==> src/multi_pattern_first_match_top_assert.svh <==
// ----------------------------------------------------------------------------
// Assertion macros for the multi-pattern first-match block
// Property checks compile in simulation and compile away in synthesis.
// ----------------------------------------------------------------------------
`ifndef MULTI_PATTERN_FIRST_MATCH_TOP_ASSERT_SVH
`define MULTI_PATTERN_FIRST_MATCH_TOP_ASSERT_SVH
`ifndef SYNTHESIS
`define MPFM_ASSERT_IMPL(name, ante, cons) \
	name: assert property (@(posedge clk) disable iff (!arst_n) (ante) |-> (cons)) \
		else $error("mpfm: same-cycle check failed");
`define MPFM_ASSERT_NEXT(name, ante, cons) \
	name: assert property (@(posedge clk) disable iff (!arst_n) (ante) |=> (cons)) \
		else $error("mpfm: next-cycle check failed");
`else
`define MPFM_ASSERT_IMPL(name, ante, cons)
`define MPFM_ASSERT_NEXT(name, ante, cons)
`endif
`endif

==> src/mpfm_pkg.sv <==
// ----------------------------------------------------------------------------
// Multi-pattern first-match package
// Shared constants, register codes and cell interface types.
// ----------------------------------------------------------------------------
`default_nettype none

package mpfm_pkg;

	localparam int MAX_PATTERNS        = 4;
	localparam int MAX_PATTERN_LEN_DEF = 8;
	localparam int OFFSET_BITS_DEF     = 16;

	localparam int NUM_PAT_REGS = 4;
	localparam int NUM_LANES    = (MAX_PATTERNS < NUM_PAT_REGS) ? MAX_PATTERNS : NUM_PAT_REGS;

	localparam int BYTE_W         = 8;
	localparam int CFG_DATA_W     = 64;
	localparam int CFG_INDEX_W    = 3;
	localparam int LEN_FIELD_W    = 4;
	localparam int LENGTHS_W      = 16;
	localparam int COUNT_W        = 3;
	localparam int MATCH_OFFSET_W = 16;

	localparam logic [LENGTHS_W-1:0] LENGTHS_RESET = 16'h1111;
	localparam logic [COUNT_W-1:0]   COUNT_RESET   = 3'd1;

	typedef enum logic [CFG_INDEX_W-1:0] {
		REG_PATTERN_0 = 3'd0,
		REG_PATTERN_1 = 3'd1,
		REG_PATTERN_2 = 3'd2,
		REG_PATTERN_3 = 3'd3,
		REG_LENGTHS   = 3'd4,
		REG_COUNT     = 3'd5
	} cfg_reg_t;

	typedef struct packed {
		logic [NUM_LANES-1:0][BYTE_W-1:0] pat_byte;
		logic [NUM_LANES-1:0]             ends_here;
	} cell_cfg_t;

	typedef struct packed {
		logic              shift;
		logic              flush;
		logic [BYTE_W-1:0] data;
	} cell_step_t;

endpackage

`default_nettype wire

==> src/mpfm_cfg_regs.sv <==
// ----------------------------------------------------------------------------
// Configuration registers
// Holds the pattern bytes, lengths and count, and hands each cell its slice.
// ----------------------------------------------------------------------------
`default_nettype none

module mpfm_cfg_regs #(
	parameter int PAT_LEN = mpfm_pkg::MAX_PATTERN_LEN_DEF
) (
	input  logic                                  clk,
	input  logic                                  arst_n,
	input  logic                                  cfg_we,
	input  logic [mpfm_pkg::CFG_INDEX_W-1:0]      cfg_index,
	input  logic [mpfm_pkg::CFG_DATA_W-1:0]       cfg_data,
	output mpfm_pkg::cell_cfg_t [PAT_LEN-1:0]     cell_cfg
);

	localparam int PAT_W = mpfm_pkg::BYTE_W * PAT_LEN;
	localparam int LW    = mpfm_pkg::LEN_FIELD_W;

	logic [mpfm_pkg::NUM_LANES-1:0][PAT_W-1:0] pattern_q;
	logic [mpfm_pkg::LENGTHS_W-1:0]            lengths_q;
	logic [mpfm_pkg::COUNT_W-1:0]              count_q;
	logic [mpfm_pkg::NUM_LANES-1:0][LW-1:0]    len_sat;
	logic [mpfm_pkg::NUM_LANES-1:0]            lane_active;

	always_ff @(posedge clk or negedge arst_n) begin
		if (!arst_n) begin
			pattern_q <= '0;
			lengths_q <= mpfm_pkg::LENGTHS_RESET;
			count_q   <= mpfm_pkg::COUNT_RESET;
		end else if (cfg_we) begin
			for (int p = 0; p < mpfm_pkg::NUM_LANES; p++) begin
				if (cfg_index == mpfm_pkg::CFG_INDEX_W'(int'(mpfm_pkg::REG_PATTERN_0) + p)) begin
					pattern_q[p] <= cfg_data[PAT_W-1:0];
				end
			end
			if (cfg_index == mpfm_pkg::REG_LENGTHS) begin
				lengths_q <= cfg_data[mpfm_pkg::LENGTHS_W-1:0];
			end
			if (cfg_index == mpfm_pkg::REG_COUNT) begin
				count_q <= cfg_data[mpfm_pkg::COUNT_W-1:0];
			end
		end
	end

	always_comb begin
		for (int p = 0; p < mpfm_pkg::NUM_LANES; p++) begin
			len_sat[p] = (lengths_q[LW*p +: LW] > LW'(PAT_LEN)) ? LW'(PAT_LEN)
				: lengths_q[LW*p +: LW];
			lane_active[p] = (count_q > mpfm_pkg::COUNT_W'(p));
		end
	end

	always_comb begin
		for (int j = 0; j < PAT_LEN; j++) begin
			for (int p = 0; p < mpfm_pkg::NUM_LANES; p++) begin
				cell_cfg[j].pat_byte[p]  = pattern_q[p][mpfm_pkg::BYTE_W*j +: mpfm_pkg::BYTE_W];
				cell_cfg[j].ends_here[p] = lane_active[p] && (len_sat[p] == LW'(j + 1));
			end
		end
	end

endmodule

`default_nettype wire

==> src/mpfm_cell.sv <==
// ----------------------------------------------------------------------------
// Match cell
// Tracks, for every pattern, a prefix match of its own length ending at the
// newest byte, and whether a whole pattern has matched from its start offset.
// ----------------------------------------------------------------------------
`default_nettype none

module mpfm_cell (
	input  logic                               clk,
	input  logic                               arst_n,
	input  mpfm_pkg::cell_step_t               step,
	input  mpfm_pkg::cell_cfg_t                cfg,
	input  logic [mpfm_pkg::NUM_LANES-1:0]     pm_in,
	input  logic                               hit_in,
	output logic [mpfm_pkg::NUM_LANES-1:0]     pm_q,
	output logic                               hit_q,
	output logic                               hit_nxt
);

	logic [mpfm_pkg::NUM_LANES-1:0] pm_nxt;

	always_comb begin
		for (int p = 0; p < mpfm_pkg::NUM_LANES; p++) begin
			pm_nxt[p] = pm_in[p] && (step.data == cfg.pat_byte[p]);
		end
		hit_nxt = hit_in || (|(pm_nxt & cfg.ends_here));
	end

	always_ff @(posedge clk or negedge arst_n) begin
		if (!arst_n) begin
			pm_q  <= '0;
			hit_q <= 1'b0;
		end else if (step.shift) begin
			if (step.flush) begin
				pm_q  <= '0;
				hit_q <= 1'b0;
			end else begin
				pm_q  <= pm_nxt;
				hit_q <= hit_nxt;
			end
		end
	end

endmodule

`default_nettype wire

==> src/multi_pattern_first_match_top.sv <==
// ----------------------------------------------------------------------------
// Multi-pattern first-match search
// Streams a text one byte per beat and reports, on the final byte, whether
// any configured pattern occurs and the smallest start offset.
// ----------------------------------------------------------------------------
//
// Channel   Direction  Handshake            Payload
// text      in         text_valid/stall     text_byte, last_byte
// result    out        result_valid/stall   found, match_offset
// cfg       in         cfg_valid/ready      cfg_index, cfg_data
//
// One text beat is taken per cycle; a row of MAX_PATTERN_LEN cells matches
// every incoming byte against all pattern bytes in the cycle it arrives.
// The result is registered at the edge that takes the final byte and is
// offered from the next cycle on.
// Text beats keep flowing while a result waits; only a final byte stalls,
// and only while the result register is full and stalled.
// Reset clears the search state and loads the register reset values.
//
`default_nettype none

module multi_pattern_first_match_top #(
	parameter int MAX_PATTERN_LEN = mpfm_pkg::MAX_PATTERN_LEN_DEF,
	parameter int OFFSET_BITS     = mpfm_pkg::OFFSET_BITS_DEF
) (
	input  logic                                  clk,
	input  logic                                  arst_n,
	input  logic                                  text_valid,
	output logic                                  text_stall,
	input  logic [mpfm_pkg::BYTE_W-1:0]           text_byte,
	input  logic                                  last_byte,
	output logic                                  result_valid,
	input  logic                                  result_stall,
	output logic                                  found,
	output logic [mpfm_pkg::MATCH_OFFSET_W-1:0]   match_offset,
	input  logic                                  cfg_valid,
	output logic                                  cfg_ready,
	input  logic [mpfm_pkg::CFG_INDEX_W-1:0]      cfg_index,
	input  logic [mpfm_pkg::CFG_DATA_W-1:0]       cfg_data
);

	`include "multi_pattern_first_match_top_assert.svh"

	localparam int L     = MAX_PATTERN_LEN;
	localparam int OB    = OFFSET_BITS;
	localparam int MOW   = mpfm_pkg::MATCH_OFFSET_W;
	localparam int SEL_W = (L > 1) ? $clog2(L) : 1;
	localparam logic [OB-1:0] POS_MAX = '1;

	mpfm_pkg::cell_cfg_t [L-1:0]          cell_cfg;
	mpfm_pkg::cell_step_t                 step;
	logic [L-1:0][mpfm_pkg::NUM_LANES-1:0] pm_q;
	logic [L-1:0]                         hit_q;
	logic [L-1:0]                         hit_nxt;

	logic              text_fire;
	logic              exact;
	logic              search_ok;
	logic              early_rec;
	logic [SEL_W-1:0]  sel;
	logic [OB-1:0]     cand_off;
	logic              res_found;
	logic [OB-1:0]     res_off;
	logic [OB+MOW-1:0] off_ext;

	logic [OB-1:0]     pos_q;
	logic              seen_q;
	logic [OB-1:0]     first_q;
	logic              res_valid_q;
	logic              found_q;
	logic [MOW-1:0]    offset_q;

	assign cfg_ready  = 1'b1;
	assign text_stall = res_valid_q && result_stall && last_byte;
	assign text_fire  = text_valid && !text_stall;

	assign step.shift = text_fire;
	assign step.flush = last_byte;
	assign step.data  = text_byte;

	mpfm_cfg_regs #(
		.PAT_LEN(L)
	) u_cfg_regs (
		.clk      (clk),
		.arst_n   (arst_n),
		.cfg_we   (cfg_valid && cfg_ready),
		.cfg_index(cfg_index),
		.cfg_data (cfg_data),
		.cell_cfg (cell_cfg)
	);

	for (genvar j = 0; j < L; j++) begin : g_cell
		if (j == 0) begin : g_head
			mpfm_cell u_cell (
				.clk    (clk),
				.arst_n (arst_n),
				.step   (step),
				.cfg    (cell_cfg[j]),
				.pm_in  ({mpfm_pkg::NUM_LANES{1'b1}}),
				.hit_in (1'b0),
				.pm_q   (pm_q[j]),
				.hit_q  (hit_q[j]),
				.hit_nxt(hit_nxt[j])
			);
		end else begin : g_body
			mpfm_cell u_cell (
				.clk    (clk),
				.arst_n (arst_n),
				.step   (step),
				.cfg    (cell_cfg[j]),
				.pm_in  (pm_q[j-1]),
				.hit_in (hit_q[j-1]),
				.pm_q   (pm_q[j]),
				.hit_q  (hit_q[j]),
				.hit_nxt(hit_nxt[j])
			);
		end
	end

	// The highest cell with a hit holds the oldest start offset.
	always_comb begin
		sel = '0;
		for (int j = 0; j < L; j++) begin
			if (hit_nxt[j]) begin
				sel = SEL_W'(j);
			end
		end
		exact     = (pos_q != POS_MAX);
		search_ok = exact && !seen_q;
		early_rec = search_ok && hit_nxt[L-1];
		cand_off  = pos_q - OB'(sel);
		res_found = seen_q || (search_ok && (|hit_nxt));
		res_off   = seen_q ? first_q : cand_off;
		off_ext   = (OB+MOW)'(res_off);
	end

	always_ff @(posedge clk or negedge arst_n) begin
		if (!arst_n) begin
			pos_q   <= '0;
			seen_q  <= 1'b0;
			first_q <= '0;
		end else if (text_fire) begin
			if (last_byte) begin
				pos_q   <= '0;
				seen_q  <= 1'b0;
				first_q <= '0;
			end else begin
				if (exact) begin
					pos_q <= pos_q + OB'(1);
				end
				if (early_rec) begin
					seen_q  <= 1'b1;
					first_q <= cand_off;
				end
			end
		end
	end

	always_ff @(posedge clk or negedge arst_n) begin
		if (!arst_n) begin
			res_valid_q <= 1'b0;
		end else if (text_fire && last_byte) begin
			res_valid_q <= 1'b1;
		end else if (!result_stall) begin
			res_valid_q <= 1'b0;
		end
	end

	always_ff @(posedge clk) begin
		if (text_fire && last_byte) begin
			found_q  <= res_found;
			offset_q <= res_found ? off_ext[MOW-1:0] : '0;
		end
	end

	assign result_valid = res_valid_q;
	assign found        = found_q;
	assign match_offset = offset_q;

	`MPFM_ASSERT_NEXT(a_flush_clears, text_fire && last_byte, pos_q == '0 && !seen_q)
	`MPFM_ASSERT_IMPL(a_no_find_zero_offset, res_valid_q && !found_q, offset_q == '0)
	`MPFM_ASSERT_NEXT(a_first_holds, seen_q && !(text_fire && last_byte), seen_q && $stable(first_q))
	`MPFM_ASSERT_IMPL(a_first_behind_pos, seen_q, first_q < pos_q)

endmodule

`default_nettype wire

==> config.mk <==
export PLATFORM = sky130hd
export DESIGN_NAME = multi_pattern_first_match_top
export DESIGN_NICKNAME = d
export VERILOG_FILES = /design/src/mpfm_pkg.sv /design/src/mpfm_cfg_regs.sv /design/src/mpfm_cell.sv /design/src/multi_pattern_first_match_top.sv
export VERILOG_INCLUDE_DIRS = /design/src /design/src/src
export SDC_FILE = /design/constraint.sdc
export NUM_CORES = 1
export LEC_CHECK = 0
export BUFFER_PORTS_ARGS = -buffer_cell sky130_fd_sc_hd__buf_2
export CAP_MARGIN = 10
export CORE_MARGIN = 4
export CORE_UTILIZATION = 56
export CTS_CLUSTER_SIZE = 8
export DETAILED_ROUTE_END_ITERATION = 16
export PLACE_DENSITY = 0.85
export SYNTH_ARGS = -nofsm -noshare
export SYNTH_HDL_FRONTEND = slang
export SYNTH_SLANG_ARGS = --single-unit
==> constraint.sdc <==
create_clock -name clk -period 3.4 [get_ports clk]
set_input_delay 0.51 -clock clk [delete_from_list [all_inputs] [get_ports clk]]
set_output_delay 0.51 -clock clk [all_outputs]
set_load 0.005 [all_outputs]
Yosys cells after proc, flatten, opt, wreduce, memory -nomap -nowiden
Cells that the tools add are included.
- bits in registers: 361
- bits of input ports: 81
- output and inout bits: 20
- memories: 0
- bits in latches: 0
- ROM bits: 0
- RAM bits: 0
- logic and storage cells: 246
- reductions and logical operators: 97
- multiply operators: 0
- div/mod/pow operators: 0
- muxes and demuxes: 34
- eq/ne operators: 71
- magnitude comparators: 8
- bitwise gates (word level): 8
- shifts and indexed selects: 0
- add/subtract/negate cells: 2
- operators by type and width (cell ; count):
    == test 8 bit ; 32
    two-way mux 16 bit ; 5
    logical AND 1 bit ; 67
    == test 4 x 3 -> 1 bit (second input constant) ; 16
    two-way mux 4 bit ; 11
    AND 4 bit ; 8
    == test 4 x 2 -> 1 bit (second input constant) ; 8
    OR reduction 4 bit ; 8
    adder 16 x 1 -> 16 bit (second input constant) ; 1
    == test 4 x 1 -> 1 bit (second input constant) ; 4
    == test 4 bit (second input constant) ; 4
    greater-than comparator 4 bit (second input constant) ; 4
    != test 16 bit (second input constant) ; 1
    AND reduction 2 bit ; 8
    subtractor 16 x 3 -> 16 bit ; 1
    two-way mux 1 bit ; 12
    two-way mux 3 bit ; 4
    OR reduction 11 bit ; 1
    logical OR 1 bit ; 8
    == test 3 x 2 -> 1 bit (second input constant) ; 2
    == test 3 bit (second input constant) ; 2
    greater-than comparator 3 x 1 -> 1 bit (second input constant) ; 2
    greater-than comparator 3 x 2 -> 1 bit (second input constant) ; 2
    two-way mux 2 bit ; 2
    5 further kinds ; 7

Depth between registers and ports, before layout
- word-level depth: 17
- gate-level depth with buffers: 20
- depth with buffers taken out: 17

Hierarchy
Synthesis repeated with hierarchy kept, for this count alone.
- cell total of the unflattened synthesis: 1486
- area, all modules: 19702.6 sq um
- by module, submodules not included (module ; instances ; area an instance (sq um) ; sequential area each (sq um) ; cells an instance):
    mpfm_cfg_regs ; 1 ; 11544.8 ; 6887.9 ; 638
    mpfm_cell ; 8 ; 661.9 ; 125.1 ; 73
    multi_pattern_first_match_top ; 1 ; 2862.7 ; 1361.3 ; 264

Worst setup path after synthesis
No wires, ideal clock.
- path kind: input -> register
- start: input port text_byte[5] (netlist name)
- end: register offset_q[13], in the netlist match_offset[13], data pin
- setup slack: -191 ps
- arrival: 3332 ps
- path buffers: 3
- stages: 20
- library setup time: 259 ps
- required time: 3141 ps
- cells stage by stage: buf_6 -> buf_12 -> buf_12 -> xnor2_1 -> nand4_1 -> nor4_1 -> a221oi_1 -> o211ai_2 -> nor2_1 -> o21ai_0 -> and2_1 -> ha_1 -> nor2b_1 -> o21ai_0 -> nand3b_1 -> nor2_1 -> nand2_1 -> nor4_1 -> xnor2_1 -> o21ai_2
- word-level cells in the longest chain between the ends: 14
- elaborated cells between the ends (all ways): 94
- classes of those cells: add/sub: 1; eq/ne: 32; mux: 8; bitwise: 8; reduce/logical: 45
- ends and longest elaborated chain (what ; RTL line ; source):
    start: declaration ; multi_pattern_first_match_top.sv:30 ; input logic [mpfm_pkg::BYTE_W-1:0] text_byte,
    == test 8 bit ; mpfm_cell.sv:24 ; pm_nxt[p] = pm_in[p] && (step.data == cfg.pat_byte[p]);
    logical AND 1 bit ; mpfm_cell.sv:24 ;
    AND 4 bit ; mpfm_cell.sv:26 ; hit_nxt = hit_in || (|(pm_nxt & cfg.ends_here));
    OR reduction 4 bit ; mpfm_cell.sv:26 ;
    logical OR 1 bit ; mpfm_cell.sv:26 ;
    two-way mux 1 bit ; multi_pattern_first_match_top.sv:124 ; if (hit_nxt[j]) begin
    two-way mux 2 bit (2 in a row) ; multi_pattern_first_match_top.sv:124 ;
    two-way mux 3 bit (4 in a row) ; multi_pattern_first_match_top.sv:124 ;
    subtractor 16 x 3 -> 16 bit ; multi_pattern_first_match_top.sv:131 ; cand_off = pos_q - OB'(sel);
    two-way mux 16 bit ; multi_pattern_first_match_top.sv:133 ; res_off = seen_q ? first_q : cand_off;
    end signal: assignment ; multi_pattern_first_match_top.sv:172 ; offset_q <= res_found ? off_ext[MOW-1:0] : '0;
    end: declaration ; multi_pattern_first_match_top.sv:71 ; logic [MOW-1:0] offset_q;
Parallel ways exist; a longest one is shown, timed or not.
A chain may end at the register's enable or synchronous reset.

Final worst setup path
- start: register u_cfg_regs.count_q[2] (netlist name)
- end: register offset_q[13], in the netlist match_offset[13], data pin
- word-level cells in the longest chain between the ends: 14
- elaborated cells between the ends (all ways): 70
- classes of those cells: add/sub: 1; order compare: 4; mux: 8; bitwise: 8; reduce/logical: 49
- ends and longest elaborated chain (what ; RTL line ; source):
    start: declaration ; mpfm_cfg_regs.sv:23 ; logic [mpfm_pkg::COUNT_W-1:0] count_q;
    start signal: assignment ; mpfm_cfg_regs.sv:31 ; count_q <= mpfm_pkg::COUNT_RESET;
    start signal: assignment ; mpfm_cfg_regs.sv:42 ; count_q <= cfg_data[mpfm_pkg::COUNT_W-1:0];
    greater-than comparator 3 x 1 -> 1 bit / greater-than comparator 3 x 2 -> 1 bit (equally long branches) ; mpfm_cfg_regs.sv:51 ; lane_active[p] = (count_q > mpfm_pkg::COUNT_W'(p));
    logical AND 1 bit ; mpfm_cfg_regs.sv:59 ; cell_cfg[j].ends_here[p] = lane_active[p] && (len_sat[p] == LW'(j + 1));
    AND 4 bit ; mpfm_cell.sv:26 ;
    OR reduction 4 bit ; mpfm_cell.sv:26 ;
    logical OR 1 bit ; mpfm_cell.sv:26 ;
    two-way mux 1 bit ; multi_pattern_first_match_top.sv:124 ;
    two-way mux 2 bit (2 in a row) ; multi_pattern_first_match_top.sv:124 ;
    two-way mux 3 bit (4 in a row) ; multi_pattern_first_match_top.sv:124 ;
    subtractor 16 x 3 -> 16 bit ; multi_pattern_first_match_top.sv:131 ;
    two-way mux 16 bit ; multi_pattern_first_match_top.sv:133 ;
Parallel ways exist; a longest one is shown, timed or not.

==> flow_summary.toml <==
[status]
outcome = "finished with violations"
violations = "setup timing"

[critical_path]
required_ns = 3.69
arrival_ns = 3.79
start_kind = "flip-flop"
end_kind = "flip-flop"
crit_type = "reg -> reg"
path_max_fanout = 4
r2r_slack_ns = -0.09

[layout]
fill_cells = 2056
stdcell_count = 2054
regArea_mm2 = 0.00913
areaGrowthSynthToFinish_pct = 19.8
nets = 1718
final_layout_size_suffix_gt1_frac = 0.396
multiInputGateArea_mm2 = 0.00838

[timing]
drv_slew = 0
period_minus_slack_ns = 3.49
final-hold-violation-count = 0
fin_skew_ns = 0.0273
period_share = 1.03
worst_slew_pin_slew_ns = 0.821
setup_violations = 5
clock.fmax_ghz = 0.286
max_slew_margin = 0.451
worst_slack_ns = -0.0949
rsz0062_at_grt = "yes"

[drt]
drt_pass1_iterations = 7
wl_per_cell_um = 22.3
vias = 12300
drtIter0Drc = 900
viasPerCell = 6.00
drt_wl_total_um = 45700
drcViolationCount = 0
ant_nets = 0

[yosys]
synthTopCellsByArea = "dfrtp_1 48%, mux2_2 17%, xnor2_1 9.2%"
synth.avg_cell_area_um2 = 12.5
syn_nets = 1513
synth-warning-count = 0
ys_types = 59
synth_edf_count = 17
synthCells = 1426
async_reset_ff_frac = 0.953
synth_ff_type = "dfrtp_1"
synth_top_area_frac = 0.477
yosysSeqAreaShare = 0.513
synth_area_leader_cell = "dfrtp_1"
ys_ff_latch = 361
syn_area_mm2 = 0.0178

[pwr]
p_total_mw = 12.9
vdd_drop_max_uv = 494
p_per_area_mw_per_mm2 = 606
power_leakage_nw = 8.93

[placement]
pre_cts_slack_ns = -0.829
place_congestion = 0.921
dp_cells = 1958
place.detailed.hpwl_um = 30000
io_buffers = 99

[floorplan]
die_y_um = 186
io-pin-count = 101
die_area_mm2 = 0.0347
core_region_area_mm2 = 0.0309
row_count = 64
initial_core_util = 0.575
die_width_um = 186

[clock_network]
cts.path.max_buffers = 3
clkTransAtPathRegs_ns = 0.05
cts_tree = "done"
numCtsBuffers = 51
cts_sinks = 361
clock_latency_ns = 0.57
root_buffer = "clkbuf_16"
h-tree-depth = 2

[grt]
grt_pass1_vias = 13400
grtUsageTotal = 0.263
grt-ovfl-total = 0
grt_max_degree = 86
antenna_found_initial = 0
grt_pass1_wl_um = 71800

[job]
maxCapViolations = 0

[min_path]
hold_class = "in -> reg"
[where the power goes]
group | leakage (nW) | total, mW | internal (mW) | switching (mW)
clock network | 0.700 | 4.65 | 2.81 | 1.84
logic | 3.82 | 2.62 | 1.43 | 1.19
registers | 4.42 | 5.64 | 5.09 | 0.558
total | 8.93 | 12.9 | 9.33 | 3.58
[cell type report]
type | instances | area share
timing repair buffer | 236 | 0.0838
inverter | 14 | 0.00247
multi-input combinational | 967 | 0.394
sequential | 361 | 0.428
clock buffer | 76 | 0.0658
antenna | 1 | 0.000117
clock inverter | 3 | 0.00258
tap | 396 | 0.0233
[cell usage after synthesis (3+ instances only)]
| master | n |
|---|---|
| a31o_2 | 4 |
| nand2b_1 | 3 |
| o2bb2ai_1 | 16 |
| nor3_1 | 33 |
| a32oi_1 | 3 |
| o21ai_2 | 10 |
| nand3_1 | 32 |
| dfrtp_1 | 339 |
| clkbuf_1 | 46 |
| a22o_1 | 14 |
| nor4_2 | 3 |
| ha_1 | 5 |
| o31ai_1 | 6 |
| buf_12 | 3 |
| nor2_1 | 37 |
| a41oi_1 | 4 |
| nor3b_1 | 5 |
| xnor2_1 | 186 |
| o21ai_0 | 25 |
| nor2b_1 | 6 |
| xor2_1 | 94 |
| buf_2 | 5 |
| inv_1 | 14 |
| o211ai_2 | 4 |
| dfstp_2 | 5 |
| buf_4 | 12 |
| buf_6 | 16 |
| nand4_1 | 44 |
| or3_1 | 3 |
| a21oi_1 | 9 |
| edfxtp_1 | 17 |
| or4_1 | 3 |
| mux2_2 | 273 |
| and2_1 | 8 |
| nand2_1 | 77 |
| nand4b_1 | 5 |
| and3_1 | 9 |
| nor4_1 | 21 |
[state kept, by name, summed over array words and instances (netlist names)]
name / count
u_cfg_regs.cell_cfg: 256
g_cell.g_body.u_cell.pm_q: 24
first_q: 16
match_offset: 16
pos_q: 16
u_cfg_regs.lengths_q: 16
g_cell.g_body.u_cell.hit_q: 6
g_cell.g_head.u_cell.pm_q: 4
u_cfg_regs.count_q: 3
found: 1
g_cell.g_head.u_cell.hit_q: 1
result_valid: 1
seen_q: 1
[per-layer routing]
| metal | track usage | wire, µm | vias to the layer above |
|---|---|---|---|
| met5 | 0 | 0 | - |
| met4 | 0.102 | 1820 | 0 |
| met3 | 0.0401 | 2430 | 146 |
| met2 | 0.454 | 23100 | 438 |
| met1 | 0.336 | 18400 | 6330 |
| li1 | - | - | 5405 |
[stage by stage]
step / TNS (ns) / hold WS, ns / instance area [µm²] / util
2_1_floorplan: -0.241 / 0.214 / 17800 / -
3_3_place_gp: -13.13 / 0.451 / 19400 / 0.627
3_5_place_dp: -17.81 / 0.456 / 19400 / 0.627
4_1_cts: -0.0292 / 0.188 / 21000 / 0.680
5_1_grt: -2.05 / 0.212 / 21300 / 0.689
6_report: -0.312 / 0.200 / 21300 / 0.689
[what timing repair did]
item | 4_1_cts | 5_1_grt
buffers inserted | 6 | 8
hold endpoints to repair | 81 | 0
gates cloned | 0 | 0
hold buffers | 1 | 0
endpoints found under the setup margin | 25 | 24
gates resized for setup | 24 | 40
pin swaps | 17 | 19
[critical path: stages (launching register included)]
cell      delay, ns
dfrtp_1        0.40
or3_4          0.44
and2_4         0.19
nand4b_1       0.11
nand4_1        0.21
buf_4          0.22
o21ai_4        0.15
and2_4         0.19
ha_4           0.20
nor2b_4        0.12
o21ai_2        0.13
nand3b_1       0.14
nor2_2         0.14
nand2_2        0.09
nor4_2         0.19
xnor2_1        0.20
o21ai_2        0.09
[kinds of logic after synthesis]
| kind of cell | after synthesis | synth area share |
|---|---|---|
| AO/OA/AOI/OAI | 105 | 0.0450 |
| XOR/XNOR | 281 | 0.139 |
| adder cells (fa/ha/maj) | 6 | 0.00465 |
| buffers and inverters | 98 | 0.0344 |
| flip-flops | 361 | 0.513 |
| multiplexers | 273 | 0.173 |
| other | 1 | 0.000211 |
| AND/OR/NAND/NOR | 301 | 0.0905 |
[cell usage in the layout, fill, tap and decap left out, types with 12 or more instances in the layout]
cell	instances
edfxtp_1	17
nor3_1	26
xnor2_1	180
xor2_1	92
buf_12	19
o2bb2ai_1	15
buf_4	116
clkbuf_1	23
nor4_1	15
o21ai_0	21
nand4_1	44
mux2_2	273
nor2_1	33
nand3_1	29
inv_1	13
buf_2	97
dfrtp_1	339
a22o_1	14
o21ai_2	12
clkbuf_16	52
nand2_1	74
[final timing paths]
path / startpoint / endpoint / depth (start not counted)
max reg2reg: u_cfg_regs.count_q[2] / match_offset[13] / 16
max: u_cfg_regs.count_q[2] / match_offset[13] / 16
max in group asynchronous: arst_n / u_cfg_regs.cell_cfg[189] / 3
min: result_stall / result_valid / 2
min reg2reg: g_cell[4].g_body.u_cell.pm_q[2] / g_cell[4].g_body.u_cell.pm_q[2] / 2
min in group asynchronous: arst_n / u_cfg_regs.cell_cfg[83] / 2
No activity file was read; power rests on OpenSTA's default activity.
